**src/hdl/sjf_nonpreemptive_scheduler_macros.svh**
```systemverilog
// ----------------------------------------------------------------------------
// SJF scheduler assertion macros
// Concurrent assertion wrappers; empty under synthesis.
// ----------------------------------------------------------------------------
`ifndef SJF_NONPREEMPTIVE_SCHEDULER_MACROS_SVH
`define SJF_NONPREEMPTIVE_SCHEDULER_MACROS_SVH

`ifndef SYNTHESIS
`define SJF_ASSERT_IMP(label, clk, rst_n, ante, cons) \
    label: assert property (@(posedge clk) disable iff (!rst_n) (ante) |-> (cons)) \
        else $error("sjf scheduler: assertion failed");
`define SJF_ASSERT_NXT(label, clk, rst_n, ante, cons) \
    label: assert property (@(posedge clk) disable iff (!rst_n) (ante) |=> (cons)) \
        else $error("sjf scheduler: assertion failed");
`else
`define SJF_ASSERT_IMP(label, clk, rst_n, ante, cons)
`define SJF_ASSERT_NXT(label, clk, rst_n, ante, cons)
`endif

`endif

```
**src/hdl/sjf_pkg.sv**
```systemverilog
// ----------------------------------------------------------------------------
// SJF scheduler package
// Field widths, payload structs and cell chain types.
// ----------------------------------------------------------------------------
package sjf_pkg;

    localparam int MAX_JOBS_DEF = 16;
    localparam int ARR_W        = 16;
    localparam int BURST_W      = 16;
    localparam int TIME_W       = 21;
    localparam int JOB_IDX_W    = 4;

    typedef struct packed {
        logic [ARR_W-1:0]   arrival;
        logic [BURST_W-1:0] burst;
        logic               final_job;
    } t_in_item;

    typedef struct packed {
        logic [JOB_IDX_W-1:0] job_index;
        logic [TIME_W-1:0]    finish_time;
        logic [TIME_W-1:0]    turnaround;
        logic [TIME_W-1:0]    wait_res;
        logic                 end_of_batch;
    } t_out_item;

    // partial result handed from cell to cell
    typedef struct packed {
        logic               found;
        logic [BURST_W-1:0] best;
        logic               any;
        logic [ARR_W-1:0]   next;
    } t_scan;

    typedef struct packed {
        logic [ARR_W-1:0]   arrival;
        logic [BURST_W-1:0] burst;
        logic [TIME_W-1:0]  finish;
    } t_entry;

    typedef struct packed {
        logic               load_we;
        logic               clear;
        logic               commit;
        logic [ARR_W-1:0]   arrival;
        logic [BURST_W-1:0] burst;
        logic [TIME_W-1:0]  finish;
    } t_cell_ctl;

endpackage

```
**src/hdl/sjf_cell.sv**
```systemverilog
// ----------------------------------------------------------------------------
// SJF scheduler job cell
// Holds one job and folds it into the registered scan passed down the chain.
// ----------------------------------------------------------------------------
module sjf_cell import sjf_pkg::*; #(
    parameter int MAX_JOBS = MAX_JOBS_DEF,
    parameter int INDEX    = 0
) (
    input  logic                                           i_clk,
    input  logic                                           i_rst_n,
    input  t_cell_ctl                                      i_ctl,
    input  logic [$clog2(MAX_JOBS+1)-1:0]                  i_count,
    input  logic [((MAX_JOBS > 1) ? $clog2(MAX_JOBS) : 1)-1:0] i_commit_idx,
    input  logic [TIME_W-1:0]                              i_now,
    input  t_scan                                          i_scan,
    input  logic [((MAX_JOBS > 1) ? $clog2(MAX_JOBS) : 1)-1:0] i_pick,
    output t_scan                                          o_scan,
    output logic [((MAX_JOBS > 1) ? $clog2(MAX_JOBS) : 1)-1:0] o_pick,
    output t_entry                                         o_entry
);

    localparam int IDX_W = (MAX_JOBS > 1) ? $clog2(MAX_JOBS) : 1;
    localparam int CNT_W = $clog2(MAX_JOBS + 1);
    localparam logic [IDX_W-1:0] MY_IDX = IDX_W'(INDEX);
    localparam logic [CNT_W-1:0] MY_POS = CNT_W'(INDEX);

    logic [ARR_W-1:0]   r_arr;
    logic [BURST_W-1:0] r_burst;
    logic [TIME_W-1:0]  r_finish;
    logic               r_done;
    t_scan              r_scan;
    logic [IDX_W-1:0]   r_pick;

    t_scan              n_scan;
    logic [IDX_W-1:0]   n_pick;
    logic               active;

    assign active = (MY_POS < i_count) && !r_done;

    always_comb begin
        n_scan = i_scan;
        n_pick = i_pick;
        if (active && (TIME_W'(r_arr) <= i_now) && (!i_scan.found || r_burst < i_scan.best)) begin
            n_scan.found = 1'b1;
            n_scan.best  = r_burst;
            n_pick       = MY_IDX;
        end
        if (active && (!i_scan.any || r_arr < i_scan.next)) begin
            n_scan.any  = 1'b1;
            n_scan.next = r_arr;
        end
    end

    always_ff @(posedge i_clk) begin
        if (!i_rst_n) begin
            r_done <= 1'b0;
            r_scan <= '0;
            r_pick <= '0;
        end else begin
            r_scan <= n_scan;
            r_pick <= n_pick;
            if (i_ctl.clear || (i_ctl.load_we && i_count == MY_POS)) begin
                r_done <= 1'b0;
            end else if (i_ctl.commit && i_commit_idx == MY_IDX) begin
                r_done <= 1'b1;
            end
        end
    end

    always_ff @(posedge i_clk) begin
        if (i_ctl.load_we && i_count == MY_POS) begin
            r_arr   <= i_ctl.arrival;
            r_burst <= i_ctl.burst;
        end
        if (i_ctl.commit && i_commit_idx == MY_IDX) begin
            r_finish <= i_ctl.finish;
        end
    end

    assign o_scan          = r_scan;
    assign o_pick          = r_pick;
    assign o_entry.arrival = r_arr;
    assign o_entry.burst   = r_burst;
    assign o_entry.finish  = r_finish;

endmodule

```
**src/hdl/sjf_nonpreemptive_scheduler.sv**
```systemverilog
// ----------------------------------------------------------------------------
// SJF non-preemptive scheduler
// Loads a batch of jobs, schedules shortest burst first, emits per-job times.
// ----------------------------------------------------------------------------
//  channel   | signals                              | moves
//  ----------+--------------------------------------+---------------------------
//  in        | i_in_valid, o_in_stall, i_in_data     | one job per transfer
//  out       | o_out_valid, i_out_stall, o_out_data  | one job result per transfer
//
//  Loading writes each job into the next free cell. Each decision runs a
//  registered scan down the chain of MAX_JOBS cells; a batch of N jobs
//  needs at most 2N decisions (a pick or an idle jump), then N results.
//  Reset is synchronous and clears control state only; no clearing pass.
//  Input is stalled while scheduling and emitting; a stalled result holds.
// ----------------------------------------------------------------------------
`include "sjf_nonpreemptive_scheduler_macros.svh"

module sjf_nonpreemptive_scheduler import sjf_pkg::*; #(
    parameter int MAX_JOBS = MAX_JOBS_DEF
) (
    input  logic      i_clk,
    input  logic      i_rst_n,
    input  logic      i_in_valid,
    output logic      o_in_stall,
    input  t_in_item  i_in_data,
    output logic      o_out_valid,
    input  logic      i_out_stall,
    output t_out_item o_out_data
);

    localparam int IDX_W = (MAX_JOBS > 1) ? $clog2(MAX_JOBS) : 1;
    localparam int CNT_W = $clog2(MAX_JOBS + 1);

    localparam logic [1:0] ST_LOAD = 2'd0;
    localparam logic [1:0] ST_SCAN = 2'd1;
    localparam logic [1:0] ST_EMIT = 2'd2;

    logic [1:0]        r_state, n_state;
    logic [CNT_W-1:0]  r_count, n_count;
    logic [CNT_W-1:0]  r_cyc,   n_cyc;
    logic [CNT_W-1:0]  r_done,  n_done;
    logic [TIME_W-1:0] r_now,   n_now;
    logic [IDX_W-1:0]  r_k,     n_k;
    logic              r_ov,    n_ov;
    t_out_item         r_out,   n_out;

    t_cell_ctl         ctl;
    t_scan             w_scan  [MAX_JOBS];
    logic [IDX_W-1:0]  w_pick  [MAX_JOBS];
    t_entry            w_entry [MAX_JOBS];
    t_scan             w_tail;
    logic [IDX_W-1:0]  w_tail_pick;

    t_entry                      e_sel;
    logic [TIME_W-1:0]           tat;
    logic [TIME_W-1:0]           wt;
    logic                        last_k;
    logic                        out_take;
    logic                        scan_end;

    genvar g;
    generate
        for (g = 0; g < MAX_JOBS; g++) begin : g_cell
            if (g == 0) begin : g_head
                sjf_cell #(.MAX_JOBS(MAX_JOBS), .INDEX(g)) u_cell (
                    .i_clk        (i_clk),
                    .i_rst_n      (i_rst_n),
                    .i_ctl        (ctl),
                    .i_count      (r_count),
                    .i_commit_idx (w_tail_pick),
                    .i_now        (r_now),
                    .i_scan       ('0),
                    .i_pick       ('0),
                    .o_scan       (w_scan[g]),
                    .o_pick       (w_pick[g]),
                    .o_entry      (w_entry[g])
                );
            end else begin : g_body
                sjf_cell #(.MAX_JOBS(MAX_JOBS), .INDEX(g)) u_cell (
                    .i_clk        (i_clk),
                    .i_rst_n      (i_rst_n),
                    .i_ctl        (ctl),
                    .i_count      (r_count),
                    .i_commit_idx (w_tail_pick),
                    .i_now        (r_now),
                    .i_scan       (w_scan[g-1]),
                    .i_pick       (w_pick[g-1]),
                    .o_scan       (w_scan[g]),
                    .o_pick       (w_pick[g]),
                    .o_entry      (w_entry[g])
                );
            end
        end
    endgenerate

    assign w_tail      = w_scan[MAX_JOBS-1];
    assign w_tail_pick = w_pick[MAX_JOBS-1];

    assign e_sel    = w_entry[r_k];
    assign tat      = e_sel.finish - TIME_W'(e_sel.arrival);
    assign wt       = tat - TIME_W'(e_sel.burst);
    assign last_k   = (CNT_W'(r_k) + CNT_W'(1)) == r_count;
    assign out_take = !r_ov || !i_out_stall;
    assign scan_end = r_cyc == CNT_W'(MAX_JOBS);

    always_comb begin
        n_state = r_state;
        n_count = r_count;
        n_cyc   = r_cyc;
        n_done  = r_done;
        n_now   = r_now;
        n_k     = r_k;
        n_ov    = r_ov;
        n_out   = r_out;

        ctl         = '0;
        ctl.arrival = i_in_data.arrival;
        ctl.burst   = i_in_data.burst;
        ctl.finish  = r_now + TIME_W'(w_tail.best);

        if (r_ov && !i_out_stall) begin
            n_ov = 1'b0;
        end

        case (r_state)
            ST_LOAD: begin
                if (i_in_valid) begin
                    if (r_count < CNT_W'(MAX_JOBS)) begin
                        ctl.load_we = 1'b1;
                        n_count     = r_count + CNT_W'(1);
                    end
                    if (i_in_data.final_job) begin
                        n_state = ST_SCAN;
                        n_cyc   = '0;
                        n_done  = '0;
                        n_now   = '0;
                    end
                end
            end
            ST_SCAN: begin
                if (!scan_end) begin
                    n_cyc = r_cyc + CNT_W'(1);
                end else begin
                    n_cyc = '0;
                    if (w_tail.found) begin
                        ctl.commit = 1'b1;
                        n_now      = ctl.finish;
                        n_done     = r_done + CNT_W'(1);
                        if ((r_done + CNT_W'(1)) == r_count) begin
                            n_state = ST_EMIT;
                            n_k     = '0;
                        end
                    end else if (w_tail.any) begin
                        n_now = TIME_W'(w_tail.next);
                    end else begin
                        n_state = ST_EMIT;
                        n_k     = '0;
                    end
                end
            end
            ST_EMIT: begin
                if (out_take) begin
                    n_ov                = 1'b1;
                    n_out.job_index     = JOB_IDX_W'(r_k);
                    n_out.finish_time   = e_sel.finish;
                    n_out.turnaround    = tat;
                    n_out.wait_res      = wt;
                    n_out.end_of_batch  = last_k;
                    if (last_k) begin
                        ctl.clear = 1'b1;
                        n_count   = '0;
                        n_now     = '0;
                        n_state   = ST_LOAD;
                    end else begin
                        n_k = r_k + IDX_W'(1);
                    end
                end
            end
            default: begin
                n_state = ST_LOAD;
            end
        endcase
    end

    always_ff @(posedge i_clk) begin
        if (!i_rst_n) begin
            r_state <= ST_LOAD;
            r_count <= '0;
            r_cyc   <= '0;
            r_done  <= '0;
            r_now   <= '0;
            r_k     <= '0;
            r_ov    <= 1'b0;
        end else begin
            r_state <= n_state;
            r_count <= n_count;
            r_cyc   <= n_cyc;
            r_done  <= n_done;
            r_now   <= n_now;
            r_k     <= n_k;
            r_ov    <= n_ov;
        end
    end

    always_ff @(posedge i_clk) begin
        r_out <= n_out;
    end

    assign o_in_stall  = r_state != ST_LOAD;
    assign o_out_valid = r_ov;
    assign o_out_data  = r_out;

    `SJF_ASSERT_IMP(a_done_below_count, i_clk, i_rst_n, r_state == ST_SCAN, r_done < r_count)
    `SJF_ASSERT_IMP(a_pick_has_arrived, i_clk, i_rst_n, (r_state == ST_SCAN && scan_end && w_tail.found), (TIME_W'(w_entry[w_tail_pick].arrival) <= r_now))
    `SJF_ASSERT_NXT(a_batch_cleared, i_clk, i_rst_n, (r_state == ST_EMIT && out_take && last_k), (r_count == '0 && r_now == '0))

endmodule

```
**config.mk**
```make
export PLATFORM = sky130hd
export DESIGN_NAME = sjf_nonpreemptive_scheduler
export DESIGN_NICKNAME = d
export VERILOG_FILES = /design/src/hdl/sjf_pkg.sv /design/src/hdl/sjf_cell.sv /design/src/hdl/sjf_nonpreemptive_scheduler.sv
export VERILOG_INCLUDE_DIRS = /design/src /design/src/hdl
export SDC_FILE = /design/constraint.sdc
export NUM_CORES = 2
export LEC_CHECK = 0
export ABC_AREA = 1
export BUFFER_PORTS_ARGS = -buffer_cell sky130_fd_sc_hd__buf_2
export CAP_MARGIN = 20
export CORE_MARGIN = 2
export CORE_UTILIZATION = 50
export CTS_CLUSTER_DIAMETER = 200
export DETAILED_ROUTE_END_ITERATION = 10
export GPL_TIMING_DRIVEN = 0
export PLACE_DENSITY_LB_ADDON = 0.3
export SYNTH_ARGS = -nofsm -noshare
export SYNTH_HDL_FRONTEND = slang
export SYNTH_SLANG_ARGS = --single-unit
```
**constraint.sdc**
```tcl
create_clock -name i_clk -period 8.45 [get_ports i_clk]
set_input_delay 1.69 -clock i_clk [delete_from_list [all_inputs] [get_ports i_clk]]
set_output_delay 1.69 -clock i_clk [all_outputs]
set_load 0.03 [all_outputs]
```
==> report_table.html <==
<table>
<tr><th>Metric</th><th>Value</th></tr>
<tr><th colspan="2">Status</th></tr>
<tr><td>Outcome</td><td>finished clean</td></tr>
<tr><th colspan="2">STA</th></tr>
<tr><td>Final Max Slew Viols</td><td>0</td></tr>
<tr><td>Hold Vio Cnt, Final</td><td>0</td></tr>
<tr><td>Worst Skew</td><td>55.2 ps</td></tr>
<tr><td>Max-Slew Margin vs Limit</td><td>12.1%</td></tr>
<tr><td>Unrepaired setup endpoints after global routing</td><td>no</td></tr>
<tr><td>Number of setup violations in the final report</td><td>0</td></tr>
<tr><td>Setup Total Neg Slack</td><td>0 ps</td></tr>
<tr><td>Final critical path time including I/O delays and setup</td><td>7590 ps</td></tr>
<tr><td>Achievable Freq</td><td>132 MHz</td></tr>
<tr><td>Worst slew pin tran</td><td>1320 ps</td></tr>
<tr><td>Ratio of final minimum period to clock period</td><td>89.8%</td></tr>
<tr><th colspan="2">Global routing</th></tr>
<tr><td>Aggregate global routing overflow</td><td>0</td></tr>
<tr><td>Antenna violations before repair</td><td>19</td></tr>
<tr><td>Met1 usage in global routing</td><td>55.8%</td></tr>
<tr><td>Global router's overall resource usage</td><td>41.2%</td></tr>
<tr><td>GR met3 Demand/Resource</td><td>10.2%</td></tr>
<tr><td>Vias in the first global route</td><td>61300</td></tr>
<tr><td>Largest net degree at the start of global routing</td><td>67</td></tr>
<tr><td>Most used routing layer</td><td>met2</td></tr>
<tr><td>Global-route met2 utilization</td><td>60.1%</td></tr>
<tr><td>Global-route wire length before repair</td><td>456 mm</td></tr>
<tr><th colspan="2">Floorplan</th></tr>
<tr><td>Chip height</td><td>397 microns</td></tr>
<tr><td>Die footprint</td><td>158000 sq um</td></tr>
<tr><td>Starting density of the core</td><td>50.3%</td></tr>
<tr><td>Top-level port count</td><td>107</td></tr>
<tr><td>Core region area</td><td>154000 sq um</td></tr>
<tr><td>Overall die width</td><td>397 microns</td></tr>
<tr><td>Row count</td><td>144</td></tr>
<tr><th colspan="2">Drt</th></tr>
<tr><td>Detailed Route Iter0 Violations</td><td>9251</td></tr>
<tr><td>Wire per inst</td><td>30.9 microns</td></tr>
<tr><td>DR vias</td><td>66000</td></tr>
<tr><td>Drt total wl</td><td>330 mm</td></tr>
<tr><td>Remaining DRCs</td><td>0</td></tr>
<tr><td>First-pass iteration count of the detailed router</td><td>8</td></tr>
<tr><td>Average via count per standard cell</td><td>6.17</td></tr>
<tr><td>Number of nets with antenna violations after routing</td><td>0</td></tr>
<tr><th colspan="2">Synth</th></tr>
<tr><td>Cells taking the most area after synthesis</td><td>edfxtp_1, dfxtp_1, ha_1</td></tr>
<tr><td>Netlist area before placement</td><td>77300 sq um</td></tr>
<tr><td>Register bit total from synthesis</td><td>1568</td></tr>
<tr><td>Total of warnings raised by yosys</td><td>0</td></tr>
<tr><td>Distinct cell type count of the synthesized netlist</td><td>61</td></tr>
<tr><td>Syn Nets</td><td>8938</td></tr>
<tr><td>Sequential area share after synthesis</td><td>52.5%</td></tr>
<tr><td>Post-synth top area share</td><td>35.6%</td></tr>
<tr><td>Leading area contributor after synthesis</td><td>edfxtp_1</td></tr>
<tr><td>Cells after synthesis</td><td>8139</td></tr>
<tr><td>Per-instance average area after synthesis</td><td>9.49 sq um</td></tr>
<tr><th colspan="2">Place</th></tr>
<tr><td>Placed wire-length estimate</td><td>252 mm</td></tr>
<tr><td>IO buf count</td><td>105</td></tr>
<tr><td>Routability congestion estimate from global placement</td><td>1.03</td></tr>
<tr><th colspan="2">Worst setup path</th></tr>
<tr><td>Register-to-register setup slack</td><td>860 ps</td></tr>
<tr><td>Capturing point of the worst reg2reg path</td><td>o_out_data[20]</td></tr>
<tr><td>Crit Reg-Reg Startpoint</td><td>r_k[0]</td></tr>
<tr><td>Maximum fanout along the worst path</td><td>10</td></tr>
<tr><td>Worst path required time</td><td>9040 ps</td></tr>
<tr><td>Most frequent CP cell</td><td>nand2_1</td></tr>
<tr><td>Logic depth of the worst register-to-register path</td><td>33</td></tr>
<tr><td>Path type of the worst setup path</td><td>reg -&gt; reg</td></tr>
<tr><td>Category of the worst setup path launch point</td><td>register</td></tr>
<tr><td>Category of the worst setup path capture point</td><td>register</td></tr>
<tr><td>CP arrival</td><td>8180 ps</td></tr>
<tr><td>Critical path's slowest cell</td><td>clkbuf_1</td></tr>
<tr><td>Biggest cell delay along the critical path</td><td>930 ps</td></tr>
<tr><th colspan="2">Power and ir drop</th></tr>
<tr><td>Clock power share</td><td>27.0%</td></tr>
<tr><td>Internal</td><td>16.6 mW</td></tr>
<tr><td>Total design power</td><td>28.9 mW</td></tr>
<tr><td>Net switching power</td><td>12.3 mW</td></tr>
<tr><td>Seq pwr share</td><td>31.3%</td></tr>
<tr><td>Leakage dissipation</td><td>33.8 nW</td></tr>
<tr><td>Net switching fraction of the power</td><td>42.7%</td></tr>
<tr><td>Power per standard cell area</td><td>328 nW/um^2</td></tr>
<tr><td>Combinational cell fraction of total power</td><td>41.7%</td></tr>
<tr><td>Worst IR drop on VDD</td><td>0.432 mV</td></tr>
<tr><th colspan="2">Clocking</th></tr>
<tr><td>TritonCTS Buffers</td><td>171</td></tr>
<tr><td>CTS-repair resized insts</td><td>0</td></tr>
<tr><td>Post-CTS Hold Buffers</td><td>0</td></tr>
<tr><td>Clock Sink Count</td><td>1568</td></tr>
<tr><td>Buffer count from post-CTS setup fixing</td><td>0</td></tr>
<tr><td>Buffer type at the clock tree root</td><td>clkbuf_16</td></tr>
<tr><td>Later-pin clock latency in the skew report</td><td>850 ps</td></tr>
<tr><td>Maximum level of the CTS H-tree</td><td>4</td></tr>
<tr><td>Clock Pin Slew Worst Setup and Hold Paths</td><td>60 ps</td></tr>
<tr><td>TritonCTS clock tree</td><td>done</td></tr>
<tr><td>Clock buffer depth</td><td>3</td></tr>
<tr><th colspan="2">Run</th></tr>
<tr><td>Total of max-cap violations</td><td>0</td></tr>
<tr><th colspan="2">Cells and area</th></tr>
<tr><td>Synth-to-layout area growth</td><td>13.9%</td></tr>
<tr><td>Number of inserted filler cells in the final layout</td><td>13600</td></tr>
<tr><td>Final net count</td><td>9302</td></tr>
<tr><td>Proportion of layout cells with a drive suffix above 1</td><td>7.92%</td></tr>
<tr><td>Area used by sequential logic in the layout</td><td>40600 sq um</td></tr>
<tr><td>Final core utilization</td><td>57.3%</td></tr>
<tr><td>Combined area of the multi-input logic cells</td><td>31800 sq um</td></tr>
<tr><th colspan="2">Worst hold path</th></tr>
<tr><td>Hold/Removal Path Class</td><td>reg -&gt; reg</td></tr>
<tr><td>Hold Path Stages</td><td>2</td></tr>
<tr><td>End point of the most critical hold path</td><td>g_cell[4].g_body.u_cell.o_pick[1]</td></tr>
<tr><td>Startpoint of the worst hold path</td><td>g_cell[3].g_body.u_cell.o_pick[1]</td></tr>
</table>
[layout by cell type (no fill, tap or decap), types with 27 or more instances in the layout]
cell         n
o21ai_0    971
nor2_1     919
inv_1      916
edfxtp_1   916
nand2_1    863
a21oi_1    803
ha_1       759
dfxtp_1    651
clkbuf_1   233
nand3_1    224
buf_2      177
clkbuf_16  175
o221ai_1   131
o211ai_1   117
nor3_1      67
nand4_1     48
o21ai_1     46
o31ai_1     46
o22ai_1     44
inv_2       38
nor2_4      34
nor4_1      34
xor2_1      32
buf_12      32
buf_4       29
buf_6       28
clkinv_2    27
[per-stage QoR]
step | instance area (sq um) | hold WS [ps] | std cells | worst slack, ps
global route | 88000 | 433 | 10700 | 678
floorplan | 77300 | 394 | 8139 | 3720
CTS | 87900 | 415 | 10700 | 1120
global placement | 80300 | 402 | 10300 | 1030
detailed placement | 82000 | 407 | 10400 | 1160
finish | 88000 | 414 | 10700 | 858
[power groups by stage]
stage	Combinational, mW	Clock [mW]	Sequential [mW]
after global placement	11.2	0	9.22
after detailed placement	11.5	0	9.20
after CTS	11.6	7.83	9.04
final	12.0	7.80	9.05
after global routing	12.7	8.13	9.06
after floorplan	6.51	0	9.38
[cell families after synthesis]
kind of cell,share of synthesized area (%)
compound gates,16.0
flops,52.5
buf+inv,6.69
xor+xnor,0.565
fa+ha+maj,12.4
simple gates,11.9
[critical path: cells and delay by family (launching register included)]
family / cells / cell delay [ps]
xor gates and xnor gates: 1 / 170
buffers and inverters: 8 / 2510
and+or+nand+nor: 18 / 2090
AOI/OAI and AO/OA: 3 / 830
adders and majority gates: 3 / 1110
DFF: 1 / 580
[layer usage]
layer,up-vias,routed length (microns)
met3,899,40100
met1,31700,130000
li1,29200,-
met4,16,23000
met2,4295,137000
met5,-,133
[synthesized netlist by cell type, drive strengths merged]
| library cell | instances |
|---|---|
| o21ai | 1018 |
| nor2 | 962 |
| inv | 956 |
| edfxtp | 916 |
| nand2 | 871 |
| a21oi | 803 |
| ha | 759 |
| dfxtp | 652 |
| nand3 | 229 |
| clkbuf | 206 |
| o221ai | 131 |
| buf | 127 |
| o211ai | 121 |
| nor3 | 69 |
| nand4 | 49 |
| o31ai | 46 |
| o22ai | 44 |
| nor4 | 35 |
| xor2 | 33 |
| xnor2 | 16 |
| a21o | 15 |
| o21a | 14 |
| a211oi | 9 |
| a21boi | 7 |
| a31oi | 7 |
| and3 | 7 |
| a221oi | 6 |
| o21bai | 5 |
| or2 | 5 |
| a22oi | 4 |
| clkinv | 4 |
| and2 | 3 |
| fa | 3 |
| o2111ai | 2 |
| a311o | 1 |
| nand3b | 1 |
| o31a | 1 |
| o41ai | 1 |
| or4 | 1 |
[layout make-up]
type | instances | share of cell area, %
multi-input combinational | 5278 | 36.1
sequential | 1568 | 46.1
clock inverter | 89 | 1.27
tap | 2044 | 2.91
buffer | 333 | 1.79
clock buffer | 227 | 5.38
timing repair buffer | 191 | 2.34
inverter | 960 | 4.10
antenna | 10 | 0.0284
[how the worst max path moves through the flow]
stage	from	to	slack (ps)	depth (start not counted)
3_5_place_dp	r_k[0]	o_out_data[20]	1160	33
2_1_floorplan	i_in_valid	g_cell[7].g_body.u_cell.r_arr[0]	3720	4
3_3_place_gp	i_in_valid	g_cell[7].g_body.u_cell.r_burst[11]	1030	5
4_1_cts	r_k[0]	o_out_data[20]	1120	33
6_report	r_k[0]	o_out_data[20]	860	33
5_1_grt	r_k[0]	o_out_data[18]	680	33
[flip-flops by register name (all words and copies together) (netlist names), 21 cells and up]
register	count
g_cell.g_body.u_cell.o_pick	49
r_now	21
g_cell.g_body.u_cell.r_arr	240
g_cell.g_body.u_cell.o_scan	510
o_out_data	68
g_cell.g_head.u_cell.r_finish	21
g_cell.g_head.u_cell.o_scan	34
g_cell.g_body.u_cell.r_burst	240
g_cell.g_body.u_cell.r_finish	315
Power figures use the tool's default switching activity.
